--- src/rtl/core/fixed_point_decimal_formatter_macros.svh ---
// assertion helpers for the fixed-point decimal formatter
// every macro samples on clk_i and is disabled while rst_ni is low
`ifndef FIXED_POINT_DECIMAL_FORMATTER_MACROS_SVH
`define FIXED_POINT_DECIMAL_FORMATTER_MACROS_SVH

// same-cycle implication
`define FPDF_ASSERT_IMPLIES(lbl, ante, cons) \
  lbl: assert property (@(posedge clk_i) disable iff (!rst_ni) (ante) |-> (cons)) \
    else $error("fpdf assertion failed");

// implication checked in the next cycle
`define FPDF_ASSERT_NEXT(lbl, ante, cons) \
  lbl: assert property (@(posedge clk_i) disable iff (!rst_ni) (ante) |=> (cons)) \
    else $error("fpdf assertion failed");

`endif

--- src/rtl/core/fpdf_pkg.sv ---
`timescale 1ns / 1ps
// ----------------------------------------------------------------------------
// fpdf_pkg
// shared types and constants of the fixed-point decimal formatter
// ----------------------------------------------------------------------------
package fpdf_pkg;

  typedef enum logic [1:0] {
    FMT_HUND_U = 2'd0,
    FMT_HUND_S = 2'd1,
    FMT_THOU_S = 2'd2,
    FMT_BIN256 = 2'd3
  } format_e;

  typedef enum logic {
    REG_FORMAT = 1'b0,
    REG_WIDE   = 1'b1
  } reg_idx_e;

  // binary number converted to five decimal digits (at most 99999)
  typedef logic [16:0] num_t;

  typedef struct packed {
    format_e fmt;
    logic    neg;
    logic    err;
  } ctl_t;

  typedef struct packed {
    logic [3:0] d4;
    logic [3:0] d3;
    logic [3:0] d2;
    logic [3:0] d1;
    logic [3:0] d0;
  } digits_t;

  localparam logic [31:0] HUND_MAX = 32'd99999;
  localparam logic [31:0] THOU_MAX = 32'd9999;
  localparam logic [31:0] BIN_MAX  = 32'd255999;

  // exact reciprocals for values below 100000
  localparam logic [32:0] RECIP10   = 33'd52429;  // >> 19
  localparam logic [33:0] RECIP1000 = 34'd67109;  // >> 26

  localparam logic [7:0] CH_ZERO  = 8'h30;
  localparam logic [7:0] CH_DOT   = 8'h2E;
  localparam logic [7:0] CH_BLANK = 8'h20;
  localparam logic [7:0] CH_STAR  = 8'h2A;
  localparam logic [7:0] CH_MINUS = 8'h2D;
  localparam logic [7:0] CH_NUL   = 8'h00;

endpackage

--- src/rtl/core/fpdf_prep.sv ---
`timescale 1ns / 1ps
// ----------------------------------------------------------------------------
// fpdf_prep
// two stages: magnitude, range check and mode select, then rescale or packing
// ----------------------------------------------------------------------------
module fpdf_prep (
  input  logic                clk_i,
  input  logic                rst_ni,
  input  logic                in_valid_i,
  output logic                in_ready_o,
  input  logic [31:0]         value_i,
  input  fpdf_pkg::format_e   fmt_i,
  input  logic                wide_i,
  output logic                out_valid_o,
  input  logic                out_ready_i,
  output fpdf_pkg::num_t      num_o,
  output fpdf_pkg::ctl_t      ctl_o
);

  logic           a_valid_q, b_valid_q;
  logic           a_ready, b_ready;
  fpdf_pkg::num_t a_num_q, a_num_d, b_num_q, b_num_d;
  fpdf_pkg::ctl_t a_ctl_q, a_ctl_d, b_ctl_q;
  logic           a_resc_q, a_resc_d;

  logic [31:0] mag;
  logic [7:0]  r_clamp;
  logic [12:0] fr_prod;
  logic [32:0] resc_prod;
  logic [16:0] ip_val;

  assign a_ready = !a_valid_q || b_ready;
  assign b_ready = !b_valid_q || out_ready_i;

  // stage a
  always_comb begin
    mag      = value_i[31] ? (32'd0 - value_i) : value_i;
    r_clamp  = (value_i[7:0] == 8'hFF) ? 8'hFE : value_i[7:0];
    fr_prod  = 13'(r_clamp) * 13'd25;
    a_num_d  = mag[16:0];
    a_resc_d = 1'b0;
    a_ctl_d.fmt = fmt_i;
    a_ctl_d.neg = value_i[31];
    a_ctl_d.err = 1'b0;
    case (fmt_i)
      fpdf_pkg::FMT_HUND_U: begin
        a_num_d     = value_i[16:0];
        a_ctl_d.err = value_i > fpdf_pkg::HUND_MAX;
      end
      fpdf_pkg::FMT_HUND_S: begin
        a_ctl_d.err = mag > fpdf_pkg::HUND_MAX;
      end
      fpdf_pkg::FMT_THOU_S: begin
        if (mag > fpdf_pkg::THOU_MAX) begin
          // rescaled value fits iff the magnitude is at most 99999
          a_resc_d    = 1'b1;
          a_ctl_d.err = !wide_i || (mag > fpdf_pkg::HUND_MAX);
        end
      end
      default: begin
        // integer part above the fraction, joined later as ip*100 + fr
        a_num_d     = {value_i[17:8], fr_prod[12:6]};
        a_ctl_d.err = value_i > fpdf_pkg::BIN_MAX;
      end
    endcase
  end

  // stage b
  always_comb begin
    resc_prod = 33'(a_num_q) * fpdf_pkg::RECIP10;
    ip_val    = 17'(a_num_q[16:7]) * 17'd100 + 17'(a_num_q[6:0]);
    if (a_ctl_q.fmt == fpdf_pkg::FMT_BIN256) begin
      b_num_d = ip_val;
    end else if (a_resc_q) begin
      b_num_d = 17'(resc_prod[32:19]);
    end else begin
      b_num_d = a_num_q;
    end
  end

  always_ff @(posedge clk_i or negedge rst_ni) begin
    if (!rst_ni) begin
      a_valid_q <= 1'b0;
      b_valid_q <= 1'b0;
    end else begin
      if (a_ready) begin
        a_valid_q <= in_valid_i;
      end
      if (b_ready) begin
        b_valid_q <= a_valid_q;
      end
    end
  end

  always_ff @(posedge clk_i) begin
    if (a_ready && in_valid_i) begin
      a_num_q  <= a_num_d;
      a_ctl_q  <= a_ctl_d;
      a_resc_q <= a_resc_d;
    end
    if (b_ready && a_valid_q) begin
      b_num_q <= b_num_d;
      b_ctl_q <= a_ctl_q;
    end
  end

  assign in_ready_o  = a_ready;
  assign out_valid_o = b_valid_q;
  assign num_o       = b_num_q;
  assign ctl_o       = b_ctl_q;

endmodule

--- src/rtl/core/fpdf_split.sv ---
`timescale 1ns / 1ps
// ----------------------------------------------------------------------------
// fpdf_split
// three stages that take a number below 100000 apart into five decimal digits
// ----------------------------------------------------------------------------
module fpdf_split (
  input  logic                clk_i,
  input  logic                rst_ni,
  input  logic                in_valid_i,
  output logic                in_ready_o,
  input  fpdf_pkg::num_t      num_i,
  input  fpdf_pkg::ctl_t      ctl_i,
  output logic                out_valid_o,
  input  logic                out_ready_i,
  output fpdf_pkg::digits_t   dig_o,
  output fpdf_pkg::ctl_t      ctl_o
);

  logic c_valid_q, d_valid_q, e_valid_q;
  logic c_ready, d_ready, e_ready;

  fpdf_pkg::num_t    c_num_q;
  logic [6:0]        c_quo_q;
  fpdf_pkg::ctl_t    c_ctl_q, d_ctl_q, e_ctl_q;
  logic [9:0]        d_lo3_q;
  logic [3:0]        d_d4_q, d_d3_q;
  fpdf_pkg::digits_t e_dig_q, e_dig_d;

  logic [33:0] quo_prod;
  logic [16:0] lo3_full;
  logic [14:0] d4_prod;
  logic [6:0]  d3_full;
  logic [3:0]  d4_val;
  logic [15:0] h_prod;
  logic [9:0]  lo2_full;
  logic [14:0] t_prod;
  logic [6:0]  o_full;

  assign c_ready = !c_valid_q || d_ready;
  assign d_ready = !d_valid_q || e_ready;
  assign e_ready = !e_valid_q || out_ready_i;

  // stage c: thousands quotient
  assign quo_prod = 34'(num_i) * fpdf_pkg::RECIP1000;

  // stage d: low three digits, top two digits
  always_comb begin
    lo3_full = c_num_q - 17'(c_quo_q) * 17'd1000;
    d4_prod  = 15'(c_quo_q) * 15'd205;
    d4_val   = d4_prod[14:11];
    d3_full  = c_quo_q - 7'(d4_val) * 7'd10;
  end

  // stage e: hundreds, tens, ones
  always_comb begin
    h_prod     = 16'(d_lo3_q) * 16'd41;
    lo2_full   = d_lo3_q - 10'(h_prod[15:12]) * 10'd100;
    t_prod     = 15'(lo2_full[6:0]) * 15'd205;
    o_full     = lo2_full[6:0] - 7'(t_prod[14:11]) * 7'd10;
    e_dig_d.d4 = d_d4_q;
    e_dig_d.d3 = d_d3_q;
    e_dig_d.d2 = h_prod[15:12];
    e_dig_d.d1 = t_prod[14:11];
    e_dig_d.d0 = o_full[3:0];
  end

  always_ff @(posedge clk_i or negedge rst_ni) begin
    if (!rst_ni) begin
      c_valid_q <= 1'b0;
      d_valid_q <= 1'b0;
      e_valid_q <= 1'b0;
    end else begin
      if (c_ready) begin
        c_valid_q <= in_valid_i;
      end
      if (d_ready) begin
        d_valid_q <= c_valid_q;
      end
      if (e_ready) begin
        e_valid_q <= d_valid_q;
      end
    end
  end

  always_ff @(posedge clk_i) begin
    if (c_ready && in_valid_i) begin
      c_num_q <= num_i;
      c_quo_q <= quo_prod[32:26];
      c_ctl_q <= ctl_i;
    end
    if (d_ready && c_valid_q) begin
      d_lo3_q <= lo3_full[9:0];
      d_d4_q  <= d4_val;
      d_d3_q  <= d3_full[3:0];
      d_ctl_q <= c_ctl_q;
    end
    if (e_ready && d_valid_q) begin
      e_dig_q <= e_dig_d;
      e_ctl_q <= d_ctl_q;
    end
  end

  assign in_ready_o  = c_ready;
  assign out_valid_o = e_valid_q;
  assign dig_o       = e_dig_q;
  assign ctl_o       = e_ctl_q;

endmodule

--- src/rtl/core/fpdf_glyph.sv ---
`timescale 1ns / 1ps
// ----------------------------------------------------------------------------
// fpdf_glyph
// output register: digits, blanking, sign and star patterns into ascii
// ----------------------------------------------------------------------------
module fpdf_glyph (
  input  logic                clk_i,
  input  logic                rst_ni,
  input  logic                in_valid_i,
  output logic                in_ready_o,
  input  fpdf_pkg::digits_t   dig_i,
  input  fpdf_pkg::ctl_t      ctl_i,
  output logic                out_valid_o,
  input  logic                out_ready_i,
  output logic [55:0]         chars_o,
  output logic                oor_o
);

  logic            o_valid_q;
  logic            o_ready;
  logic [6:0][7:0] ch_d, ch_q;
  logic            oor_q;
  logic [5:0][7:0] txt;
  logic [5:0][7:0] stars;

  function automatic logic [7:0] ascii_digit(input logic [3:0] d);
    ascii_digit = fpdf_pkg::CH_ZERO | {4'h0, d};
  endfunction

  assign o_ready = !o_valid_q || out_ready_i;

  always_comb begin
    // hundredths text with leading-zero blanking of hundreds and tens
    txt[0] = (dig_i.d4 == 4'd0) ? fpdf_pkg::CH_BLANK : ascii_digit(dig_i.d4);
    txt[1] = (dig_i.d4 == 4'd0 && dig_i.d3 == 4'd0) ? fpdf_pkg::CH_BLANK
                                                     : ascii_digit(dig_i.d3);
    txt[2] = ascii_digit(dig_i.d2);
    txt[3] = fpdf_pkg::CH_DOT;
    txt[4] = ascii_digit(dig_i.d1);
    txt[5] = ascii_digit(dig_i.d0);
    stars  = {fpdf_pkg::CH_STAR, fpdf_pkg::CH_STAR, fpdf_pkg::CH_DOT,
              fpdf_pkg::CH_STAR, fpdf_pkg::CH_STAR, fpdf_pkg::CH_STAR};
    ch_d   = '0;
    case (ctl_i.fmt) inside
      fpdf_pkg::FMT_HUND_S: begin
        ch_d[0]   = fpdf_pkg::CH_BLANK;
        ch_d[6:1] = ctl_i.err ? stars : txt;
        if (ctl_i.neg) begin
          // minus goes on the blank just left of the first printed char
          if (ctl_i.err || dig_i.d4 != 4'd0) begin
            ch_d[0] = fpdf_pkg::CH_MINUS;
          end else if (dig_i.d3 != 4'd0) begin
            ch_d[1] = fpdf_pkg::CH_MINUS;
          end else begin
            ch_d[2] = fpdf_pkg::CH_MINUS;
          end
        end
      end
      fpdf_pkg::FMT_THOU_S: begin
        if (ctl_i.err) begin
          ch_d[0] = fpdf_pkg::CH_BLANK;
          ch_d[1] = fpdf_pkg::CH_STAR;
          ch_d[2] = fpdf_pkg::CH_DOT;
          ch_d[3] = fpdf_pkg::CH_STAR;
          ch_d[4] = fpdf_pkg::CH_STAR;
          ch_d[5] = fpdf_pkg::CH_STAR;
        end else begin
          ch_d[0] = ctl_i.neg ? fpdf_pkg::CH_MINUS : fpdf_pkg::CH_BLANK;
          ch_d[1] = ascii_digit(dig_i.d3);
          ch_d[2] = fpdf_pkg::CH_DOT;
          ch_d[3] = ascii_digit(dig_i.d2);
          ch_d[4] = ascii_digit(dig_i.d1);
          ch_d[5] = ascii_digit(dig_i.d0);
        end
        ch_d[6] = fpdf_pkg::CH_NUL;
      end
      fpdf_pkg::FMT_HUND_U, fpdf_pkg::FMT_BIN256: begin
        ch_d[5:0] = ctl_i.err ? stars : txt;
        ch_d[6]   = fpdf_pkg::CH_NUL;
      end
      default: begin
        ch_d = '0;
      end
    endcase
  end

  always_ff @(posedge clk_i or negedge rst_ni) begin
    if (!rst_ni) begin
      o_valid_q <= 1'b0;
    end else if (o_ready) begin
      o_valid_q <= in_valid_i;
    end
  end

  always_ff @(posedge clk_i) begin
    if (o_ready && in_valid_i) begin
      ch_q  <= ch_d;
      oor_q <= ctl_i.err;
    end
  end

  assign in_ready_o  = o_ready;
  assign out_valid_o = o_valid_q;
  assign chars_o     = ch_q;
  assign oor_o       = oor_q;

endmodule

--- src/rtl/core/fixed_point_decimal_formatter.sv ---
`timescale 1ns / 1ps
// ----------------------------------------------------------------------------
// fixed_point_decimal_formatter
// 32-bit fixed-point value to seven ascii display characters
// ----------------------------------------------------------------------------
// usage
//   s_axis carries one 32-bit value per beat; m_axis returns one beat per
//   input with seven characters in tdata and the out-of-range flag in tuser
//   the cfg port selects the format (unsigned or signed hundredths, signed
//   thousandths, unsigned 1/256) and the thousandths rescale; write it only
//   while no beat is in flight
//   six register stages: magnitude and range check, rescale or packing,
//   thousands quotient, upper digits, lower digits, output register
//   while m_axis_tready_i is high, throughput is one beat per cycle; each
//   stage holds one beat and moves on when the stage after it is empty or
//   moving, so bubbles are squeezed out
//   when m_axis_tready_i is low the output holds and the stages behind it
//   fill up; s_axis_tready_o drops only when all six stages are full
//   reset clears all valid bits and loads format 0 with rescale on; data
//   registers keep whatever they hold
// ----------------------------------------------------------------------------
`include "fixed_point_decimal_formatter_macros.svh"

module fixed_point_decimal_formatter (
  input  logic        clk_i,
  input  logic        rst_ni,
  // config write port
  input  logic        cfg_we_i,
  input  logic        cfg_idx_i,
  input  logic [1:0]  cfg_wdata_i,
  // input stream
  input  logic        s_axis_tvalid_i,
  output logic        s_axis_tready_o,
  input  logic [31:0] s_axis_tdata_i,   // value
  // output stream
  output logic        m_axis_tvalid_o,
  input  logic        m_axis_tready_i,
  output logic [55:0] m_axis_tdata_o,   // char0, char1, ..., char6
  output logic [0:0]  m_axis_tuser_o    // out_of_range
);

  // configuration registers
  fpdf_pkg::format_e fmt_q;
  logic              wide_q;

  // prep -> split
  logic              prep_valid, split_ready;
  fpdf_pkg::num_t    prep_num;
  fpdf_pkg::ctl_t    prep_ctl;

  // split -> glyph
  logic              split_valid, glyph_ready;
  fpdf_pkg::digits_t split_dig;
  fpdf_pkg::ctl_t    split_ctl;

  always_ff @(posedge clk_i or negedge rst_ni) begin
    if (!rst_ni) begin
      fmt_q  <= fpdf_pkg::FMT_HUND_U;
      wide_q <= 1'b1;
    end else if (cfg_we_i) begin
      unique case (fpdf_pkg::reg_idx_e'(cfg_idx_i))
        fpdf_pkg::REG_FORMAT: fmt_q  <= fpdf_pkg::format_e'(cfg_wdata_i);
        fpdf_pkg::REG_WIDE:   wide_q <= cfg_wdata_i[0];
        default: ;
      endcase
    end
  end

  // sign, range and mode select, then rescale by ten or 1/256 packing
  fpdf_prep u_prep (
    .clk_i       (clk_i),
    .rst_ni      (rst_ni),
    .in_valid_i  (s_axis_tvalid_i),
    .in_ready_o  (s_axis_tready_o),
    .value_i     (s_axis_tdata_i),
    .fmt_i       (fmt_q),
    .wide_i      (wide_q),
    .out_valid_o (prep_valid),
    .out_ready_i (split_ready),
    .num_o       (prep_num),
    .ctl_o       (prep_ctl)
  );

  // five decimal digits by constant reciprocals
  fpdf_split u_split (
    .clk_i       (clk_i),
    .rst_ni      (rst_ni),
    .in_valid_i  (prep_valid),
    .in_ready_o  (split_ready),
    .num_i       (prep_num),
    .ctl_i       (prep_ctl),
    .out_valid_o (split_valid),
    .out_ready_i (glyph_ready),
    .dig_o       (split_dig),
    .ctl_o       (split_ctl)
  );

  // ascii text into the output register
  fpdf_glyph u_glyph (
    .clk_i       (clk_i),
    .rst_ni      (rst_ni),
    .in_valid_i  (split_valid),
    .in_ready_o  (glyph_ready),
    .dig_i       (split_dig),
    .ctl_i       (split_ctl),
    .out_valid_o (m_axis_tvalid_o),
    .out_ready_i (m_axis_tready_i),
    .chars_o     (m_axis_tdata_o),
    .oor_o       (m_axis_tuser_o[0])
  );

  // an empty output stage means every stage can take a beat
  `FPDF_ASSERT_IMPLIES(a_ready_when_drained, !m_axis_tvalid_o, s_axis_tready_o)

  // an in-range result always holds a decimal digit in char5
  `FPDF_ASSERT_IMPLIES(a_char5_digit, m_axis_tvalid_o && !m_axis_tuser_o[0],
    (m_axis_tdata_o[47:44] == 4'h3) && (m_axis_tdata_o[43:40] <= 4'd9))

  // every pattern carries its point in char2, char3 or char4
  `FPDF_ASSERT_IMPLIES(a_point_place, m_axis_tvalid_o,
    (m_axis_tdata_o[23:16] == fpdf_pkg::CH_DOT) ||
    (m_axis_tdata_o[31:24] == fpdf_pkg::CH_DOT) ||
    (m_axis_tdata_o[39:32] == fpdf_pkg::CH_DOT))

endmodule
--- config.mk ---
export PLATFORM = sky130hd
export DESIGN_NAME = fixed_point_decimal_formatter
export DESIGN_NICKNAME = d
export VERILOG_FILES = /design/src/rtl/core/fpdf_pkg.sv /design/src/rtl/core/fpdf_prep.sv /design/src/rtl/core/fpdf_split.sv /design/src/rtl/core/fpdf_glyph.sv /design/src/rtl/core/fixed_point_decimal_formatter.sv
export VERILOG_INCLUDE_DIRS = /design/src /design/src/rtl/core
export SDC_FILE = /design/constraint.sdc
export NUM_CORES = 1
export LEC_CHECK = 0
export ABC_AREA = 0
export BUFFER_PORTS_ARGS = -buffer_cell sky130_fd_sc_hd__buf_2
export CAP_MARGIN = 40
export CORE_UTILIZATION = 45
export DETAILED_ROUTE_END_ITERATION = 8
export GPL_ROUTABILITY_DRIVEN = 0
export GPL_TIMING_DRIVEN = 0
export MAX_ROUTING_LAYER = met4
export PLACE_DENSITY = 0.73
export RECOVER_POWER = 100
export SYNTH_ARGS = -nofsm -noshare
export SYNTH_HDL_FRONTEND = slang
export SYNTH_SLANG_ARGS = --single-unit
--- constraint.sdc ---
create_clock -name clk_i -period 9.25 [get_ports clk_i]
set_input_delay 0.925 -clock clk_i [delete_from_list [all_inputs] [get_ports clk_i]]
set_output_delay 0.925 -clock clk_i [all_outputs]
set_load 0.01 [all_outputs]
# Word level (Yosys, flattened, before mapping)

Index checks and enable logic that the tools add are counted.

Register bits: 176
Output and inout port bits: 59
Bits of input ports: 40
Word-level logic and storage cells: 126

Bitwise gates (word level): 1
Reductions and logical operators: 32
Eq/ne operators: 7
Mux-type cells: 21
Multipliers: 11
Add/subtract/negate cells: 6
Order comparisons: 4

Operators with widths:

| kind                                                                   | count |
|---|---|
| 56-bit two-way mux                                                     | 2 |
| 45-bit two-way mux                                                     | 2 |
| 32-bit by 17-bit > comparator with 1-bit output, second input constant | 2 |
| 48-bit two-way mux                                                     | 1 |
| 17-bit two-way mux                                                     | 2 |
| 17-bit case mux with 2 select lines                                    | 1 |
| 17-bit by 16-bit multiplier with 33-bit output, second input constant  | 1 |
| 17-bit by 17-bit multiplier with 33-bit output, second input constant  | 1 |
| 32-bit by 14-bit > comparator with 1-bit output, second input constant | 1 |
| 32-bit by 18-bit > comparator with 1-bit output, second input constant | 1 |
| 32-bit two-way mux                                                     | 1 |
| 1-bit by 32-bit subtractor with 32-bit output, first input constant    | 1 |
| 7-bit by 8-bit multiplier with 15-bit output, second input constant    | 2 |
| 24-bit two-way mux                                                     | 1 |
| 8-bit two-way mux                                                      | 3 |
| 17-bit by 7-bit adder with 17-bit output                               | 1 |
| 10-bit by 6-bit multiplier with 16-bit output, second input constant   | 1 |
| 16-bit two-way mux                                                     | 1 |
| 10-bit by 5-bit multiplier with 15-bit output, second input constant   | 1 |
| 8-bit by 5-bit multiplier with 13-bit output, second input constant    | 1 |
| 5-bit two-way mux                                                      | 2 |
| 10-bit subtractor                                                      | 1 |
| 2-bit equality test, second input constant                             | 4 |
| 8-bit equality test, second input constant                             | 1 |
| 18 further kinds                                                       | 47 |

# Depth between registers and ports, before layout

Depth in word-level cells: 8
Mapped depth: 32
Gate-level depth less buffers: 32

# By module

Synthesis repeated with hierarchy kept, for this count alone.

Cells, all modules: 2,005
Area total of the unflattened synthesis: 20,418.3 um2

Modules (own cells, without submodules):

| module                        | instances | cells each | area an instance (um2) |
|---|---|---|---|
| fpdf_prep                     | 1         | 1,091      | 9,838.2 |
| fpdf_split                    | 1         | 747        | 8,504.4 |
| fpdf_glyph                    | 1         | 159        | 1,944.4 |
| fixed_point_decimal_formatter | 1         | 8          | 131.4 |

# Worst setup path before layout

No wires, ideal clock.

Kind: reg-to-reg
From: register u_split.d_lo3_q[4]
To: register u_split.e_dig_q, in the netlist u_split.dig_o[3] (data pin)
Library setup time: 259 ps
Arrival time: 7,338 ps
Stages on the path, launching flop included: 33
Period minus slack after synthesis: 7,597 ps
Path slack: 1,653 ps
Path through: edfxtp_1 -> ha_1 -> fa_1 -> ha_1 -> ha_1 -> a21o_1 -> a21o_1 -> a21oi_1 -> nand2_1 -> a21oi_1 -> xnor2_1 -> fa_1 -> inv_1 -> maj3_1 -> a21oi_1 -> xnor2_1 -> ha_1 -> ha_1 -> fa_1 -> inv_1 -> fa_1 -> inv_1 -> ha_1 -> o211a_1 -> o21ai_0 -> a21oi_1 -> o31a_1 -> nor3_1 -> nor2_1 -> fa_1 -> xnor2_1 -> xnor2_1 -> xnor2_1

Word-level cells in the longest chain between the ends: 6

Ends and longest elaborated chain:

| element                                       | line             | text |
|---|---|---|
| start, declared                               | fpdf_split.sv:25 | `logic [9:0] d_lo3_q;` |
| start signal, assigned                        | fpdf_split.sv:92 | `d_lo3_q <= lo3_full[9:0];` |
| 10-bit by 6-bit multiplier with 16-bit output | fpdf_split.sv:56 | `h_prod = 16'(d_lo3_q) * 16'd41;` |
| named net u_split.h_prod[13]                  | fpdf_split.sv:34 | `logic [15:0] h_prod;` |
| 4-bit by 5-bit multiplier with 5-bit output   | fpdf_split.sv:57 | `lo2_full = d_lo3_q - 10'(h_prod[15:12]) * 10'd100;` |
| 7-bit subtractor                              | fpdf_split.sv:57 |  |
| 7-bit by 8-bit multiplier with 15-bit output  | fpdf_split.sv:58 | `t_prod = 15'(lo2_full[6:0]) * 15'd205;` |
| named net u_split.t_prod[12]                  | fpdf_split.sv:36 | `logic [14:0] t_prod;` |
| 4-bit by 3-bit multiplier with 3-bit output   | fpdf_split.sv:59 | `o_full = lo2_full[6:0] - 7'(t_prod[14:11]) * 7'd10;` |
| 4-bit subtractor                              | fpdf_split.sv:59 |  |
| named net u_split.o_full[3]                   | fpdf_split.sv:37 | `logic [6:0] o_full;` |
| end signal, assigned                          | fpdf_split.sv:98 | `e_dig_q <= e_dig_d;` |
| end, declared                                 | fpdf_split.sv:27 | `fpdf_pkg::digits_t e_dig_q, e_dig_d;` |

The timed path passes the listed nets, and every way through them passes these cells.
A chain may end at the register's enable or synchronous reset.

# Worst setup path in the final report

Ends and elaborated chain as after synthesis.

==> impl_metrics.py <==
metrics = {
    "run_status": {
        "status": "complete, but fails checks",
        "violations": "capacitance limit, slew limit",
    },
    "cts": {
        "post-cts-setup-buffer-count": 0,
        "quantity_of_gates_resized_following_cts": 0,
        "path_clk_slew_ns": 0.07,
        "cts.hold.buffers_added": 0,
        "h_tree_depth_reported_by_cts": 4,
        "numCtsBuffers": 17,
        "worstSkewPairLatency_ns": 0.43,
        "tritoncts": "yes",
        "cts_sinks": 157,
        "ctsRootBufferMaster": "sky130_fd_sc_hd__clkbuf_16",
        "cts_buffer_depth": 2,
    },
    "drt": {
        "route.layer.met1.wl_um": 17500,
        "via_per_inst": 5.290,
        "drt_pre_antenna_iters": 6,
        "route.vias.total": 13875,
        "finalWirelength_um": 41000,
        "highest_layer": "met4",
        "first_iter_violations": 772,
        "routed-wl-met3_um": 1816,
        "post_dr_wirelength_cell_um": 15.63,
        "detail-route-antenna-nets": 0,
        "met2_length_um": 20710,
        "detail_route.drc_violations": 0,
    },
    "logic_synthesis": {
        "synth_most_common_cell": "sky130_fd_sc_hd__ha_1",
        "synth-warning-count": 0,
        "ys.flop_type": "sky130_fd_sc_hd__edfxtp_1",
        "post_synth_top_area_share_pct": 29.03,
        "flops_latches_synth": 157,
        "synth_enable_flop_cells": 148,
        "syn_inst": 1907,
        "post_synthesis_cell_area_um2": 19740,
        "portion_of_the_post_synthesis_area_used_by_sequential_elements_pct": 23.66,
        "synthTopCellsByArea": "sky130_fd_sc_hd__ha_1 (29%), sky130_fd_sc_hd__edfxtp_1 (23%), sky130_fd_sc_hd__fa_1 (17%)",
        "synth.largest_area_cell": "sky130_fd_sc_hd__ha_1",
        "syn-mean-instance-area_um2": 10.35,
        "netlist-cell-type-count": 74,
        "synth_common_cells": "sky130_fd_sc_hd__ha_1 (458), sky130_fd_sc_hd__inv_1 (357), sky130_fd_sc_hd__fa_1 (164)",
        "async_reset_ff_share_pct": 5.732,
    },
    "sta": {
        "slew-limit-headroom_pct": -19.23,
        "maximum_clock_frequency_mhz": 120.2,
        "final.min_clock_period_ns": 8.318,
        "skew_ns": 0.009055,
        "hold_viol_final": 0,
        "crit_share_post_route_pct": 89.92,
        "tns_ns": 0,
        "timing.final.max_slew_violations": 36,
        "setup_violations": 0,
        "rsz0062_at_grt": "no",
        "measured_slew_at_the_worst_slew_check_pin_ns": 1.789,
    },
    "critical_path": {
        "rr_worst_depth": 32,
        "cp_max_delay_cell": "sky130_fd_sc_hd__edfxtp_1",
        "worstPathArrival_ns": 8.49,
        "max_stage_delay_on_crit_path_ns": 0.52,
        "path_common_cell": "sky130_fd_sc_hd__ha_1",
        "worst_ep_required_time_ns": 9.42,
        "critPathKind": "flip-flop to flip-flop",
        "critical_path_startpoint_category": "flip-flop",
        "kind_of_capture_point_of_the_worst_setup_path": "flip-flop",
        "cp_max_fo": 6,
    },
    "floorplan": {
        "rows": 76,
        "floorplan.initialDensity_pct": 45.72,
        "floorplan.core_area_um2": 43170,
        "die-height_um": 211.4,
        "die_area_um2": 44700,
        "design.portCount": 99,
        "die-width_um": 211.4,
    },
    "cells_and_area": {
        "layout.filler_cells": 3871,
        "area_of_all_placed_cells_without_fillers_um2": 21470,
        "insertedDiodeCount": 0,
        "fin_nets": 2687,
        "fin_util_pct": 49.72,
        "layout-drive-gt1-share_pct": 5.201,
        "area_delta_synth_final_pct": 8.761,
    },
    "global_routing": {
        "maximum_number_of_pins_on_one_net_before_global_route_repair": 36,
        "antenna_found_initial": 0,
        "grt_first_pass_wirelength_um": 68170,
        "grtUsageTotal_pct": 19.71,
        "overflow": 0,
        "number_of_global_route_vias_before_repair": 14313,
    },
    "placed_design": {
        "place_area_um2": 21020,
        "dp.final_hpwl_um": 34290,
        "port-buffer-count": 79,
    },
    "flow_run": {
        "max-cap-violations": 1,
    },
    "worst_hold_path": {
        "hold_class": "flip-flop to flip-flop",
        "worstHoldPathCells": 0,
    },
}
[cells in the final DEF (no fill, tap or decap), types with 7 or more instances in the layout]
cell type,count
sky130_fd_sc_hd__dfrtp_1,8
sky130_fd_sc_hd__a21o_1,21
sky130_fd_sc_hd__a21oi_1,72
sky130_fd_sc_hd__o21a_1,9
sky130_fd_sc_hd__nor4_1,8
sky130_fd_sc_hd__o21bai_1,11
sky130_fd_sc_hd__nand4_1,16
sky130_fd_sc_hd__fa_1,164
sky130_fd_sc_hd__nand3_1,20
sky130_fd_sc_hd__or3_1,12
sky130_fd_sc_hd__nand2b_1,17
sky130_fd_sc_hd__a31oi_1,11
sky130_fd_sc_hd__clkbuf_16,17
sky130_fd_sc_hd__edfxtp_1,148
sky130_fd_sc_hd__nor3b_1,9
sky130_fd_sc_hd__inv_1,357
sky130_fd_sc_hd__o31ai_1,8
sky130_fd_sc_hd__buf_4,14
sky130_fd_sc_hd__a22oi_1,11
sky130_fd_sc_hd__xor2_1,29
sky130_fd_sc_hd__or2_2,8
sky130_fd_sc_hd__ha_1,458
sky130_fd_sc_hd__o21ai_0,72
sky130_fd_sc_hd__clkbuf_1,85
sky130_fd_sc_hd__nor3_1,29
sky130_fd_sc_hd__conb_1,15
sky130_fd_sc_hd__buf_2,34
sky130_fd_sc_hd__and2_1,7
sky130_fd_sc_hd__nor2_1,68
sky130_fd_sc_hd__xnor2_1,70
sky130_fd_sc_hd__nand2_1,87
sky130_fd_sc_hd__a211oi_1,9
sky130_fd_sc_hd__nor2b_1,18
[kinds of logic (layout without fill, tap and decap cells)]
logic type,after synthesis,after routing,share of synthesized area (%)
AO/OA/AOI/OAI,280,280,9.129
adder cells (fa/ha/maj),624,624,45.77
multiplexers,8,8,0.4311
flip-flops,157,157,23.66
other,2,15,0.03805
buffers and inverters,410,528,8.171
XOR/XNOR,99,99,4.393
AND/OR/NAND/NOR,327,327,8.406
[area by class of cell]
class | instances | area [um2] | area share [%]
Buffer | 52 | 269.0 | 1.253
Clock buffer | 18 | 429.2 | 1.999
Tap cell | 585 | 732.0 | 3.410
Timing Repair Buffer | 86 | 364.1 | 1.696
Clock inverter | 14 | 155.1 | 0.7227
Sequential cell | 157 | 4671 | 21.76
Inverter | 358 | 1344 | 6.260
Multi-Input combinational cell | 1353 | 13500 | 62.90
[final timing paths]
check | start | endpoint | slack (ns)
max in group asynchronous | rst_ni | wide_q | 8.43
hold / removal | u_split.d_d4_q[3] | u_split.dig_o[19] | 0.41
min in group asynchronous | rst_ni | u_split.c_valid_q | 0.44
hold reg to reg | u_split.d_d4_q[3] | u_split.dig_o[19] | 0.41
setup / recovery | u_split.d_lo3_q[4] | u_split.dig_o[3] | 0.93
setup reg to reg | u_split.d_lo3_q[4] | u_split.dig_o[3] | 0.93
[through the flow]
| step | cells | hold slack [ns] | setup slack, ns |
|---|---|---|---|
| after floorplan | 1920 | 0.4003 | 1.653 |
| after global placement | 2584 | 0.4008 | 1.048 |
| after detailed placement | 2591 | 0.4045 | 0.9364 |
| after CTS | 2623 | 0.3410 | 0.8895 |
| after global routing | 2623 | 0.4229 | 0.4311 |
| final | 2623 | 0.4106 | 0.9322 |
[sequential cells by signal, summed over array words and instances (netlist names), 2 cells and up]
| register | cells |
|---|---|
| u_split.ctl_o | 4 |
| u_prep.ctl_o | 4 |
| u_prep.a_num_q | 17 |
| u_split.dig_o | 20 |
| u_split.d_d4_q | 4 |
| u_split.d_lo3_q | 10 |
| u_split.c_num_q | 10 |
| u_glyph.chars_o | 37 |
| u_split.c_ctl_q | 4 |
| fmt_q | 2 |
| u_prep.num_o | 17 |
| u_prep.a_ctl_q | 4 |
| u_split.c_quo_q | 7 |
| u_split.d_ctl_q | 4 |
| u_split.d_d3_q | 4 |
[routing by layer]
| metal | global-route usage (%) | up-vias |
|---|---|---|
| li1 | - | 6741 |
| met5 | - | - |
| met4 | 6.122 | 0 |
| met2 | 34.06 | 337 |
| met3 | 2.522 | 69 |
| met1 | 23.87 | 6728 |
[worst max-delay path, delay by kind of cell (launching register included)]
| family | cells | cell delay, ns |
|---|---|---|
| buffers and inverters | 3 | 0.15 |
| and+or+nand+nor | 3 | 0.44 |
| DFF | 1 | 0.52 |
| AOI/OAI and AO/OA | 9 | 1.65 |
| adders and majority gates | 12 | 4.42 |
| xor gates and xnor gates | 5 | 0.89 |
Power is not shown: default switching activity piles up to over one toggle a cycle in this logic, so the estimate is an artifact.
